--- config.mk ---
export PLATFORM = sky130hd
export DESIGN_NAME = mean_median_mode_stats_unit
export DESIGN_NICKNAME = d
export VERILOG_FILES = /design/src/rtl/mmms_pkg.sv /design/src/rtl/mean_median_mode_stats_unit.sv
export VERILOG_INCLUDE_DIRS = /design/src /design/src/rtl
export SDC_FILE = /design/constraint.sdc
export NUM_CORES = 1
export LEC_CHECK = 0
export ABC_AREA = 1
export ABC_CLOCK_PERIOD_IN_PS = 4600
export BUFFER_PORTS_ARGS = -buffer_cell sky130_fd_sc_hd__buf_2
export CORE_MARGIN = 4
export CORE_UTILIZATION = 30
export CTS_BUF_LIST = sky130_fd_sc_hd__clkbuf_8 sky130_fd_sc_hd__clkbuf_16
export CTS_CLUSTER_SIZE = 10
export DETAILED_ROUTE_END_ITERATION = 12
export SYNTH_ARGS = -nofsm -noshare
export SYNTH_HDL_FRONTEND = slang
export SYNTH_SLANG_ARGS = --single-unit
--- constraint.sdc ---
create_clock -name clk -period 4.6 [get_ports clk]
set_input_delay 0.46 -clock clk [delete_from_list [all_inputs] [get_ports clk]]
set_output_delay 0.46 -clock clk [all_outputs]
set_load 0.01 [all_outputs]
--- src/rtl/mean_median_mode_stats_unit_macros.svh ---
// ----------------------------------------------------------------------------
// Assertion macros for the mean/median/mode statistics unit
// Checks are compiled in unless SYNTH is defined.
// ----------------------------------------------------------------------------
`ifndef MEAN_MEDIAN_MODE_STATS_UNIT_MACROS_SVH
`define MEAN_MEDIAN_MODE_STATS_UNIT_MACROS_SVH

`ifndef SYNTH
// property must hold at every clock edge out of reset
`define MMMS_ASSERT(label, prop) \
	label: assert property (@(posedge clk) disable iff (!arst_n) (prop)) \
		else $error("mmms assertion failed");
// antecedent in one cycle implies consequent in the next
`define MMMS_ASSERT_NEXT(label, ante, cons) \
	label: assert property (@(posedge clk) disable iff (!arst_n) (ante) |=> (cons)) \
		else $error("mmms assertion failed");
`else
`define MMMS_ASSERT(label, prop)
`define MMMS_ASSERT_NEXT(label, ante, cons)
`endif

`endif

--- src/rtl/mmms_pkg.sv ---
// ----------------------------------------------------------------------------
// mmms_pkg
// Constants and widths shared by the mean/median/mode statistics unit.
// ----------------------------------------------------------------------------
`default_nettype none

package mmms_pkg;

	// data range and set capacity
	localparam int VALUE_RANGE = 64;
	localparam int MAX_ITEMS   = 1024;

	// field widths
	localparam int VAL_W   = 6;
	localparam int ADDR_W  = $clog2(VALUE_RANGE);
	localparam int CNT_W   = $clog2(MAX_ITEMS + 1);
	localparam int SUM_W   = $clog2(MAX_ITEMS * (VALUE_RANGE - 1) + 1);
	localparam int MODES_W = 7;
	localparam int FREQ_W  = 11;
	localparam int MEAN_W  = 14;
	localparam int MED_W   = 7;

	// mean divider: (sum << 8) / count, one quotient bit a step
	localparam int FRAC_W  = 8;
	localparam int DVD_W   = SUM_W + FRAC_W;
	localparam int STEP_W  = $clog2(DVD_W);

endpackage

`default_nettype wire

--- src/rtl/mean_median_mode_stats_unit.sv ---
// ----------------------------------------------------------------------------
// mean_median_mode_stats_unit
// Histogram based statistics over sets of small unsigned values: mean,
// median, highest frequency and the list of modes, one result per mode.
// ----------------------------------------------------------------------------
//  channel | handshake              | payload
//  --------+------------------------+---------------------------------------
//  item    | item_valid/item_ready  | value, last
//  res     | res_valid/res_ready    | mode_value, mode_count, max_freq,
//          |                        | mean_x256, median_x2, overflowed,
//          |                        | final_res
//
//  An element is a histogram read, then the incremented write.
//  A set end adds a bin scan (max, mode count, median), a divider pass for
//  the mean, then a mode sweep that reads and checks each bin and holds each
//  result until res_ready takes it.
//  Reset clears control state and the per-bin valid bits; no clearing pass.
//  item_ready is low while an element or a set's results are in progress.
// ----------------------------------------------------------------------------
`default_nettype none

`include "mean_median_mode_stats_unit_macros.svh"

module mean_median_mode_stats_unit (
	input  wire logic                         clk,
	input  wire logic                         arst_n,
	input  wire logic                         item_valid,
	output logic                              item_ready,
	input  wire logic [mmms_pkg::VAL_W-1:0]   value,
	input  wire logic                         last,
	output logic                              res_valid,
	input  wire logic                         res_ready,
	output logic [mmms_pkg::VAL_W-1:0]        mode_value,
	output logic [mmms_pkg::MODES_W-1:0]      mode_count,
	output logic [mmms_pkg::FREQ_W-1:0]       max_freq,
	output logic [mmms_pkg::MEAN_W-1:0]       mean_x256,
	output logic [mmms_pkg::MED_W-1:0]        median_x2,
	output logic                              overflowed,
	output logic                              final_res
);
	import mmms_pkg::*;

	typedef enum logic [2:0] {
		ST_IDLE,
		ST_INC,
		ST_SCAN,
		ST_DIV,
		ST_EMIT_RD,
		ST_EMIT_CHK,
		ST_EMIT_OUT
	} state_t;

	state_t state_q;

	// histogram RAM and per-bin valid bits
	logic [CNT_W-1:0]       hist_mem [VALUE_RANGE];
	logic [VALUE_RANGE-1:0] bin_vld_q;
	logic [CNT_W-1:0]       rd_data_q;
	logic                   rd_vld_q;
	logic [ADDR_W-1:0]      rd_addr;
	logic                   wr_en;
	logic [CNT_W-1:0]       wr_data;

	// set accumulators
	logic [CNT_W-1:0]  cnt_q;
	logic [SUM_W-1:0]  sum_q;
	logic              drop_q;
	logic [VAL_W-1:0]  val_q;
	logic              last_q;

	// sweep control
	logic [ADDR_W-1:0] addr_q;
	logic              issue_done_q;
	logic              pend_s1;
	logic [ADDR_W-1:0] idx_s1;

	// scan results
	logic [FREQ_W-1:0]  maxf_q;
	logic [MODES_W-1:0] nmodes_q;
	logic [CNT_W-1:0]   acc_q;
	logic               f1_q, f2_q;
	logic [ADDR_W-1:0]  v1_q, v2_q;
	logic [MODES_W-1:0] k_q;

	// divider
	logic [DVD_W-1:0]  dq_q;
	logic [CNT_W-1:0]  rem_q;
	logic [STEP_W-1:0] step_q;
	logic [MEAN_W-1:0] mean_q;

	// output registers
	logic              res_valid_q;
	logic [VAL_W-1:0]  mode_value_q;
	logic [MODES_W-1:0] mode_count_q;
	logic [FREQ_W-1:0] max_freq_q;
	logic [MEAN_W-1:0] mean_x256_q;
	logic [MED_W-1:0]  median_x2_q;
	logic              overflowed_q;
	logic              final_res_q;

	// combinational helpers
	logic              drop_now;
	logic [CNT_W-1:0]  cnt_next;
	logic [CNT_W-1:0]  hist_rd;
	logic [CNT_W-1:0]  acc_next;
	logic [CNT_W-1:0]  rank1, rank2;
	logic [CNT_W:0]    rem_sh;
	logic              q_bit;
	logic              item_acc, res_acc;
	logic [MED_W-1:0]  med2;

	assign item_ready = (state_q == ST_IDLE);
	assign item_acc   = item_valid && item_ready;
	assign res_acc    = res_valid_q && res_ready;

	// element drop check and post-update count
	assign drop_now = ({1'b0, val_q} >= (VAL_W+1)'(VALUE_RANGE)) ||
	                  (cnt_q >= CNT_W'(MAX_ITEMS));
	assign cnt_next = drop_now ? cnt_q : cnt_q + 1'b1;

	// histogram bin as read, zero if not written in this set
	assign hist_rd  = rd_vld_q ? rd_data_q : '0;
	assign acc_next = acc_q + hist_rd;
	assign rank1    = (cnt_q - 1'b1) >> 1;
	assign rank2    = cnt_q >> 1;
	assign med2     = MED_W'(v1_q) + MED_W'(v2_q);

	// restoring divider step
	assign rem_sh = {rem_q, dq_q[DVD_W-1]};
	assign q_bit  = (rem_sh >= {1'b0, cnt_q});

	// RAM port control
	always_comb begin
		rd_addr = addr_q;
		if (state_q == ST_IDLE) begin
			rd_addr = value;
		end
		wr_en   = (state_q == ST_INC) && !drop_now;
		wr_data = hist_rd + 1'b1;
	end

	// histogram RAM, registered read
	always_ff @(posedge clk) begin
		if (wr_en) begin
			hist_mem[val_q] <= wr_data;
		end
		rd_data_q <= hist_mem[rd_addr];
	end

	// sequencer, accumulators and output registers
	always_ff @(posedge clk or negedge arst_n) begin
		if (!arst_n) begin
			state_q      <= ST_IDLE;
			bin_vld_q    <= '0;
			rd_vld_q     <= 1'b0;
			cnt_q        <= '0;
			sum_q        <= '0;
			drop_q       <= 1'b0;
			pend_s1      <= 1'b0;
			issue_done_q <= 1'b0;
			res_valid_q  <= 1'b0;
		end else begin
			rd_vld_q <= bin_vld_q[rd_addr];
			case (state_q)
				ST_IDLE: begin
					if (item_acc) begin
						val_q   <= value;
						last_q  <= last;
						state_q <= ST_INC;
					end
				end
				ST_INC: begin
					if (drop_now) begin
						drop_q <= 1'b1;
					end else begin
						bin_vld_q[val_q] <= 1'b1;
						cnt_q            <= cnt_next;
						sum_q            <= sum_q + SUM_W'(val_q);
					end
					if (!last_q) begin
						state_q <= ST_IDLE;
					end else if (cnt_next == '0) begin
						// empty set: a single all-zero result
						mode_value_q <= '0;
						mode_count_q <= '0;
						max_freq_q   <= '0;
						mean_x256_q  <= '0;
						median_x2_q  <= '0;
						overflowed_q <= drop_now || drop_q;
						final_res_q  <= 1'b1;
						res_valid_q  <= 1'b1;
						state_q      <= ST_EMIT_OUT;
					end else begin
						addr_q       <= '0;
						issue_done_q <= 1'b0;
						maxf_q       <= '0;
						nmodes_q     <= '0;
						acc_q        <= '0;
						f1_q         <= 1'b0;
						f2_q         <= 1'b0;
						state_q      <= ST_SCAN;
					end
				end
				ST_SCAN: begin
					// issue one bin read a cycle
					pend_s1 <= !issue_done_q;
					if (!issue_done_q) begin
						idx_s1  <= addr_q;
						addr_q  <= addr_q + 1'b1;
						if (addr_q == ADDR_W'(VALUE_RANGE - 1)) begin
							issue_done_q <= 1'b1;
						end
					end
					// process the bin read last cycle
					if (pend_s1) begin
						acc_q <= acc_next;
						if (!f1_q && (acc_next > rank1)) begin
							f1_q <= 1'b1;
							v1_q <= idx_s1;
						end
						if (!f2_q && (acc_next > rank2)) begin
							f2_q <= 1'b1;
							v2_q <= idx_s1;
						end
						if (FREQ_W'(hist_rd) > maxf_q) begin
							maxf_q   <= FREQ_W'(hist_rd);
							nmodes_q <= MODES_W'(1);
						end else if ((FREQ_W'(hist_rd) == maxf_q) && (hist_rd != '0)) begin
							nmodes_q <= nmodes_q + 1'b1;
						end
						if (idx_s1 == ADDR_W'(VALUE_RANGE - 1)) begin
							dq_q    <= {sum_q, FRAC_W'(0)};
							rem_q   <= '0;
							step_q  <= '0;
							state_q <= ST_DIV;
						end
					end
				end
				ST_DIV: begin
					// one quotient bit a cycle
					rem_q <= q_bit ? CNT_W'(rem_sh - {1'b0, cnt_q}) : CNT_W'(rem_sh);
					dq_q  <= {dq_q[DVD_W-2:0], q_bit};
					step_q <= step_q + 1'b1;
					if (step_q == STEP_W'(DVD_W - 1)) begin
						mean_q  <= MEAN_W'({dq_q[DVD_W-2:0], q_bit});
						addr_q  <= '0;
						k_q     <= '0;
						state_q <= ST_EMIT_RD;
					end
				end
				ST_EMIT_RD: begin
					state_q <= ST_EMIT_CHK;
				end
				ST_EMIT_CHK: begin
					if (FREQ_W'(hist_rd) == maxf_q) begin
						mode_value_q <= VAL_W'(addr_q);
						mode_count_q <= nmodes_q;
						max_freq_q   <= maxf_q;
						mean_x256_q  <= mean_q;
						median_x2_q  <= med2;
						overflowed_q <= drop_q;
						final_res_q  <= (k_q + 1'b1) == nmodes_q;
						res_valid_q  <= 1'b1;
						state_q      <= ST_EMIT_OUT;
					end else begin
						addr_q  <= addr_q + 1'b1;
						state_q <= ST_EMIT_RD;
					end
				end
				ST_EMIT_OUT: begin
					if (res_acc) begin
						res_valid_q <= 1'b0;
						if (final_res_q) begin
							// set done: clear for the next one
							bin_vld_q <= '0;
							cnt_q     <= '0;
							sum_q     <= '0;
							drop_q    <= 1'b0;
							state_q   <= ST_IDLE;
						end else begin
							k_q     <= k_q + 1'b1;
							addr_q  <= addr_q + 1'b1;
							state_q <= ST_EMIT_RD;
						end
					end
				end
				default: begin
					state_q <= ST_IDLE;
				end
			endcase
		end
	end

	assign res_valid  = res_valid_q;
	assign mode_value = mode_value_q;
	assign mode_count = mode_count_q;
	assign max_freq   = max_freq_q;
	assign mean_x256  = mean_x256_q;
	assign median_x2  = median_x2_q;
	assign overflowed = overflowed_q;
	assign final_res  = final_res_q;

	// checks
	`MMMS_ASSERT(a_no_overlap, !(item_ready && res_valid))
	`MMMS_ASSERT(a_cnt_cap, cnt_q <= CNT_W'(MAX_ITEMS))
	`MMMS_ASSERT_NEXT(a_final_idle, res_valid && res_ready && final_res, item_ready && cnt_q == '0)
	`MMMS_ASSERT(a_mode_freq, !(res_valid && !final_res) || (max_freq != '0))
	`MMMS_ASSERT(a_mode_idx, !(state_q == ST_EMIT_CHK) || (k_q < nmodes_q))

endmodule

`default_nettype wire
==> impl_metrics.tcl, run 1 <==
set metrics [dict create \
    status "complete, no violations" \
    whs_endpoint "state_q[2]" \
    io-pin-count 60 \
    post-route-util 0.344 \
    die_w_um 385 \
    area_growth_pct 13.5 \
    cpPeakStageDelay_ns 0.68 \
    die_area_um2 148000 \
    regArea_um2 28900 \
    syn_area_um2 42600 \
    fmax_mhz 244 \
    fillers 13800 \
    ir_drop_v 0.000307 \
    async_flop_share 0.101 \
    wirelength_um 110000 \
    ant_nets 0 \
    ys.warnings.count 0 \
    worstSetupPathType "flip-flop to flip-flop" \
    drive_above_1_share 0.0866 \
    fin_ws_ns 0.509 \
    dp.final_hpwl_um 66400 \
    min_path_type "input port to flip-flop" \
    power_mw 17.3 \
    diodes 0 \
    period_minus_slack_ns 4.09 \
    via_per_inst 5.01 \
    fp.dieH_um 385 \
    worstPathCellList "nand2_1 -> nand2_1 -> inv_1 -> o21ai_0 -> nand2_1 -> o211ai_1 -> a21o_1 -> xor2_1 -> inv_1 -> ha_1 -> nand2_1 -> nor2_1 -> nor2_1 -> nand3_1 -> nand3_1 -> nand2_1 -> a21oi_1 -> o21ai_0 -> nand2_1 -> nor2_1" \
    multiInputGateArea_um2 11700 \
    rr_startpoint "rd_vld_q" \
    vias 28100 \
    p_per_area_nw_per_um2 359 \
    design.core.area_um2 140000 \
    grt_usage 0.146 \
    final_cell_mix "874 x edfxtp_1, 572 x nor2_1, 340 x inv_1" \
    setup_violations 0 \
    yosys_register_bits 984 \
    slew_violations 0 \
    numCtsBuffers 109 \
    critPathCaptureType "flip-flop" \
    clock_latency_ns 0.72 \
    gp_congestion 0.846 \
    required_ns 4.92 \
    r2r_end "v2_q[0]" \
    avgSynthCellArea_um2 11.8 \
    arrival_ns 4.41 \
    skew_ns 0.0434 \
    synth_cell_types 57 \
    grt_max_degree 133 \
    netlist_instances 3596 \
    cts-root-buf "clkbuf_16" \
    synth_edf_count 874 \
    synth_ff_type "edfxtp_1" \
    syn_nets 3672 \
    clkTransAtPathRegs_ns 0.06 \
    hold_viol_final 0 \
    crit_path_start_kind "flip-flop" \
    rrSetupSlack_ns 0.51 \
    finalSetupTns_ns 0 \
    grt_pass1_wl_um 166000 \
    finish.net_count 3725 \
    worstRegToRegCells 20 \
    drc 0 \
    p_leak_nw 15.0 \
    min_period_over_period 0.889 \
    grt_pass1_vias 26600 \
    cts.sinks 984 \
    max_cap_violations 0 \
    crit_family "simple AND/OR/NAND/NOR gates" \
    rsz0062_at_grt "false" \
    post_drt_wl_per_cell_um 19.7 \
    clock_path_buffers 3 \
    io_buffers 59 \
    initial_core_util 0.303 \
    crit_slowest_cell "dfrtp_1" \
    row_count 137 \
    cp_num_buf_inv 2 \
    grt_overflow 0 \
    cts.htree.levels 3 \
    critPathMaxFanout 17 \
    drtPass1Iterations 7 \
    final_common_cell "edfxtp_1" \
    dp_slack_ns 0.611 \
    crit_top_cell "nand2_1" \
    relSlewSlack 0.246 \
    cts_tree "yes" \
    drt_iter0_markers 2645 \
    worstHoldStart "res_ready" \
    tightest_slew_ns 1.13 \
    antenna_found_initial 1 \
    postCtsSetupRepairBufs 0 \
    hold_depth 4 \
    ys_seq_area_frac 0.680 \
]
layer usage:
layer / up-vias / part of all wire / GRT usage
li1: 13100 / - / -
met1: 13800 / 0.44 / 0.201
met2: 968 / 0.45 / 0.221
met3: 198 / 0.081 / 0.0386
met4: 2 / 0.034 / 0.0512
met5: - / 0.00012 / 0
where the power goes:
group	switching, mW	internal [mW]	leakage, nW	total [mW]
sequential	0	9.60	7.20	9.60
clock	3.40	4.30	1.75	7.70
combinational	0.0282	0.00909	6.03	0.0372
sequential cells by signal, indices dropped and copies added, names as in the netlist, 11 cells and up:
name       count
hist_mem     704
bin_vld_q     64
dq_q          24
sum_q         16
mean_q        14
mean_x256     14
acc_q         11
cnt_q         11
max_freq      11
maxf_q        11
rd_data_q     11
rem_q         11
Yosys cell counts (all sizes together) (3+ instances only):
| cell | n | share of area |
|---|---|---|
| fa | 3 | 0.0014 |
| buf | 131 | 0.018 |
| xor2 | 45 | 0.0093 |
| nor4 | 7 | 0.0010 |
| clkbuf | 68 | 0.0060 |
| ha | 62 | 0.018 |
| nor3 | 49 | 0.0061 |
| dfrtp | 99 | 0.058 |
| o211ai | 186 | 0.033 |
| nor2 | 590 | 0.054 |
| a211oi | 5 | 0.00088 |
| nand3 | 194 | 0.023 |
| a21oi | 81 | 0.0096 |
| a31oi | 13 | 0.0019 |
| o21ai | 403 | 0.048 |
| xnor2 | 6 | 0.0012 |
| nand4 | 21 | 0.0031 |
| o22ai | 56 | 0.0082 |
| a21boi | 3 | 0.00062 |
| or2 | 65 | 0.0096 |
| nand3b | 7 | 0.0013 |
| nand2 | 235 | 0.021 |
| dfxtp | 11 | 0.0052 |
| o221ai | 76 | 0.016 |
| inv | 289 | 0.026 |
| edfxtp | 874 | 0.62 |
per-stage QoR:
step | instances | cell area (um2) | hold WS [ns]
6_report | 5596 | 48300 | 0.207
2_1_floorplan | 3596 | 42600 | 0.164
4_1_cts | 5596 | 48300 | 0.153
5_1_grt | 5596 | 48300 | 0.197
3_5_place_dp | 5406 | 45100 | 0.438
3_3_place_gp | 5406 | 45100 | 0.437
cell type report:
cell class / instances / area share
multi-input cells: 2122 / 0.242
clock buffers: 112 / 0.0576
flip-flops and latches: 984 / 0.599
inverters: 291 / 0.0230
repair buffers: 141 / 0.0227
well taps: 1876 / 0.0486
clock inverters: 70 / 0.00702
worst register-to-register path: stages, from the launching register on:
cell and delay (ns):
dfrtp_1 0.68, nand2_1 0.36, nand2_1 0.17, inv_1 0.06
o21ai_0 0.25, nand2_1 0.10, o211ai_1 0.13, a21o_1 0.16
xor2_1 0.22, inv_1 0.10, ha_1 0.30, nand2_1 0.07
nor2_1 0.12, nor2_1 0.05, nand3_1 0.08, nand3_1 0.07
nand2_1 0.06, a21oi_1 0.05, o21ai_0 0.17, nand2_1 0.09
nor2_1 0.43
what timing repair did:
action                    in CTS  in global routing
hold buffers                   8                  0
resized for setup              0                  0
hold endpoints to repair      41                  0
worst max path at each step:
stage	startpoint	endpoint	slack, ns	depth (start not counted)
finish	rd_vld_q	v2_q[0]	0.51	20
global route	rd_vld_q	v2_q[0]	0.17	18
CTS	rd_vld_q	v2_q[0]	0.57	20
detailed placement	rd_vld_q	v2_q[5]	0.61	20
global placement	rd_vld_q	v2_q[4]	0.65	18
floorplan	rd_vld_q	hist_mem[0][10]	0.31	12
cell families (layout without fill, tap and decap cells):
logic type | after synthesis | after routing | synth area share
simple gates | 1173 | 1173 | 0.120
flops | 984 | 984 | 0.680
compound gates | 833 | 833 | 0.120
buf+inv | 490 | 614 | 0.0498
fa+ha+maj | 65 | 65 | 0.0196
xor+xnor | 51 | 51 | 0.0105
Power figures use the tool's default switching activity.
==> run 2, diff against run 1 <==
CORE_UTILIZATION = 40   (was 30)
GPL_ROUTABILITY_DRIVEN = 0   (was default)
==> impl_metrics.tcl, run 2 (synthesized netlist as in run 1, its figures left out) <==
set metrics [dict create \
    worstHoldStart "value[3]" \
    top_regs "hist_mem: 704 flops, bin_vld_q: 64 flops, dq_q: 24 flops" \
    clock_latency_ns 0.68 \
    cts.htree.levels 3 \
    largest_reg_flops 704 \
    min_period_over_period 0.890 \
    cpPeakStageDelay_ns 0.70 \
    rsz0062_at_grt "false" \
    drt_iter0_markers 2689 \
    clock_path_buffers 3 \
    fillers 9600 \
    grt_overflow 0 \
    dp_slack_ns 0.551 \
    final_cell_mix "874 x edfxtp_1, 572 x nor2_1, 351 x inv_1" \
    worstSetupPathType "flip-flop to flip-flop" \
    io-pin-count 60 \
    numCtsBuffers 110 \
    final_area_um2 47800 \
    worstPathCellList "nand2_1 -> nand2_1 -> nand2_1 -> nor4_1 -> a21o_1 -> xor2_1 -> inv_1 -> ha_1 -> nand2_1 -> nor2_1 -> nor2_1 -> nand3_1 -> nand3_1 -> nand2_1 -> a21oi_1 -> o21ai_0 -> nand2_1 -> nor2_1" \
    die_area_um2 112000 \
    row_count 119 \
    die_w_um 334 \
    skew_ns 0.0513 \
    wirelength_um 110000 \
    period_minus_slack_ns 4.10 \
    hold_depth 1 \
    grt_pass1_vias 26900 \
    power_mw 17.4 \
    finish.net_count 3732 \
    final_common_cell "edfxtp_1" \
    r2r_end "v2_q[0]" \
    routed.top_layer "met4" \
    crit_slowest_cell "dfrtp_1" \
    relSlewSlack 0.300 \
    grt_pass1_wl_um 166000 \
    timing.critical_path.depth 18 \
    max_cap_violations 0 \
    critPathMaxFanout 17 \
    wl_met1_um 47800 \
    area_growth_pct 12.4 \
    antenna_found_initial 1 \
    drive_above_1_share 0.0893 \
    arrival_ns 4.40 \
    grt_max_degree 116 \
    finalSetupTns_ns 0 \
    cts.sinks 984 \
    io_buffers 59 \
    grt_usage 0.193 \
    clkTransAtPathRegs_ns 0.06 \
    rrSetupSlack_ns 0.50 \
    cts-root-buf "clkbuf_16" \
    fmax_mhz 244 \
    tightest_slew_ns 1.05 \
    drc 0 \
    met3WireLength_um 7330 \
    min_path_type "input port to flip-flop" \
    whs_endpoint "val_q[3]" \
    p_per_area_nw_per_um2 364 \
    vias 27900 \
    worstRegToRegCells 18 \
    post-route-util 0.454 \
    design.core.area_um2 105000 \
    ant_nets 0 \
    diodes 0 \
    required_ns 4.90 \
    setup_violations 0 \
    rr_startpoint "rd_vld_q" \
    postCtsSetupRepairBufs 0 \
    critPathCaptureType "flip-flop" \
    post_drt_wl_per_cell_um 21.4 \
    cp_num_buf_inv 1 \
    crit_top_cell "nand2_1" \
    initial_core_util 0.404 \
    place_area_um2 44600 \
    fp.dieH_um 334 \
    cts_tree "yes" \
    crit_path_start_kind "flip-flop" \
    dr_wl_met2_um 51100 \
    ir_drop_v 0.000272 \
    via_per_inst 5.43 \
    slew_violations 0 \
    fin_ws_ns 0.505 \
    status "complete, no violations" \
    registers.top_by_ff_count "hist_mem" \
    p_leak_nw 15.1 \
    drtPass1Iterations 6 \
    dp.final_hpwl_um 64900 \
    crit_family "simple AND/OR/NAND/NOR gates" \
    hold_viol_final 0 \
]
[run 2: routing by layer]
layer	GRT usage	up-vias
met5	0	-
met1	0.264	13700
met4	0.0684	0
met3	0.0339	213
li1	-	13100
met2	0.311	922
[run 2: per-stage QoR]
| step | std cells | hold WS (ns) |
|---|---|---|
| 2_1_floorplan | 3596 | 0.164 |
| 3_3_place_gp | 4930 | 0.289 |
| 6_report | 5132 | 0.0484 |
| 3_5_place_dp | 4930 | 0.289 |
| 4_1_cts | 5132 | 0.00154 |
| 5_1_grt | 5132 | 0.0277 |
[run 2: worst register-to-register path, cell delays in order (launching register included)]
cell	delay, ns
dfrtp_1	0.70
nand2_1	0.37
nand2_1	0.18
nand2_1	0.10
nor4_1	0.38
a21o_1	0.20
xor2_1	0.23
inv_1	0.10
ha_1	0.30
nand2_1	0.07
nor2_1	0.10
nor2_1	0.05
nand3_1	0.07
nand3_1	0.07
nand2_1	0.06
a21oi_1	0.05
o21ai_0	0.18
nand2_1	0.09
nor2_1	0.46
[run 2: cell type report]
| cell class | count | area [um2] | area share |
|---|---|---|---|
| repair buffers | 147 | 1150 | 0.0240 |
| clock inverters | 82 | 374 | 0.00782 |
| flip-flops and latches | 984 | 28900 | 0.605 |
| inverters | 291 | 1110 | 0.0232 |
| clock buffers | 115 | 2830 | 0.0592 |
| multi-input cells | 2122 | 11700 | 0.244 |
| well taps | 1391 | 1740 | 0.0364 |
[run 2: how the worst max path moves through the flow]
stage | start | to | slack [ns]
6_report | rd_vld_q | v2_q[0] | 0.50
5_1_grt | rd_vld_q | v2_q[3] | 0.08
4_1_cts | rd_vld_q | v2_q[5] | 0.56
3_5_place_dp | rd_vld_q | v2_q[5] | 0.55
3_3_place_gp | rd_vld_q | v2_q[5] | 0.58
2_1_floorplan | rd_vld_q | hist_mem[0][10] | 0.31
[run 2: where the power goes]
group / total [mW] / leakage (nW) / switching (mW) / internal, mW
logic: 0.0376 / 6.06 / 0.0296 / 0.00800
registers: 9.60 / 7.20 / 0 / 9.60
clock network: 7.79 / 1.84 / 3.40 / 4.38
[run 2: what timing repair did]
action,4_1_cts,5_1_grt
hold endpoints to repair,5,0
hold buffers,5,0
gates resized for setup,0,0
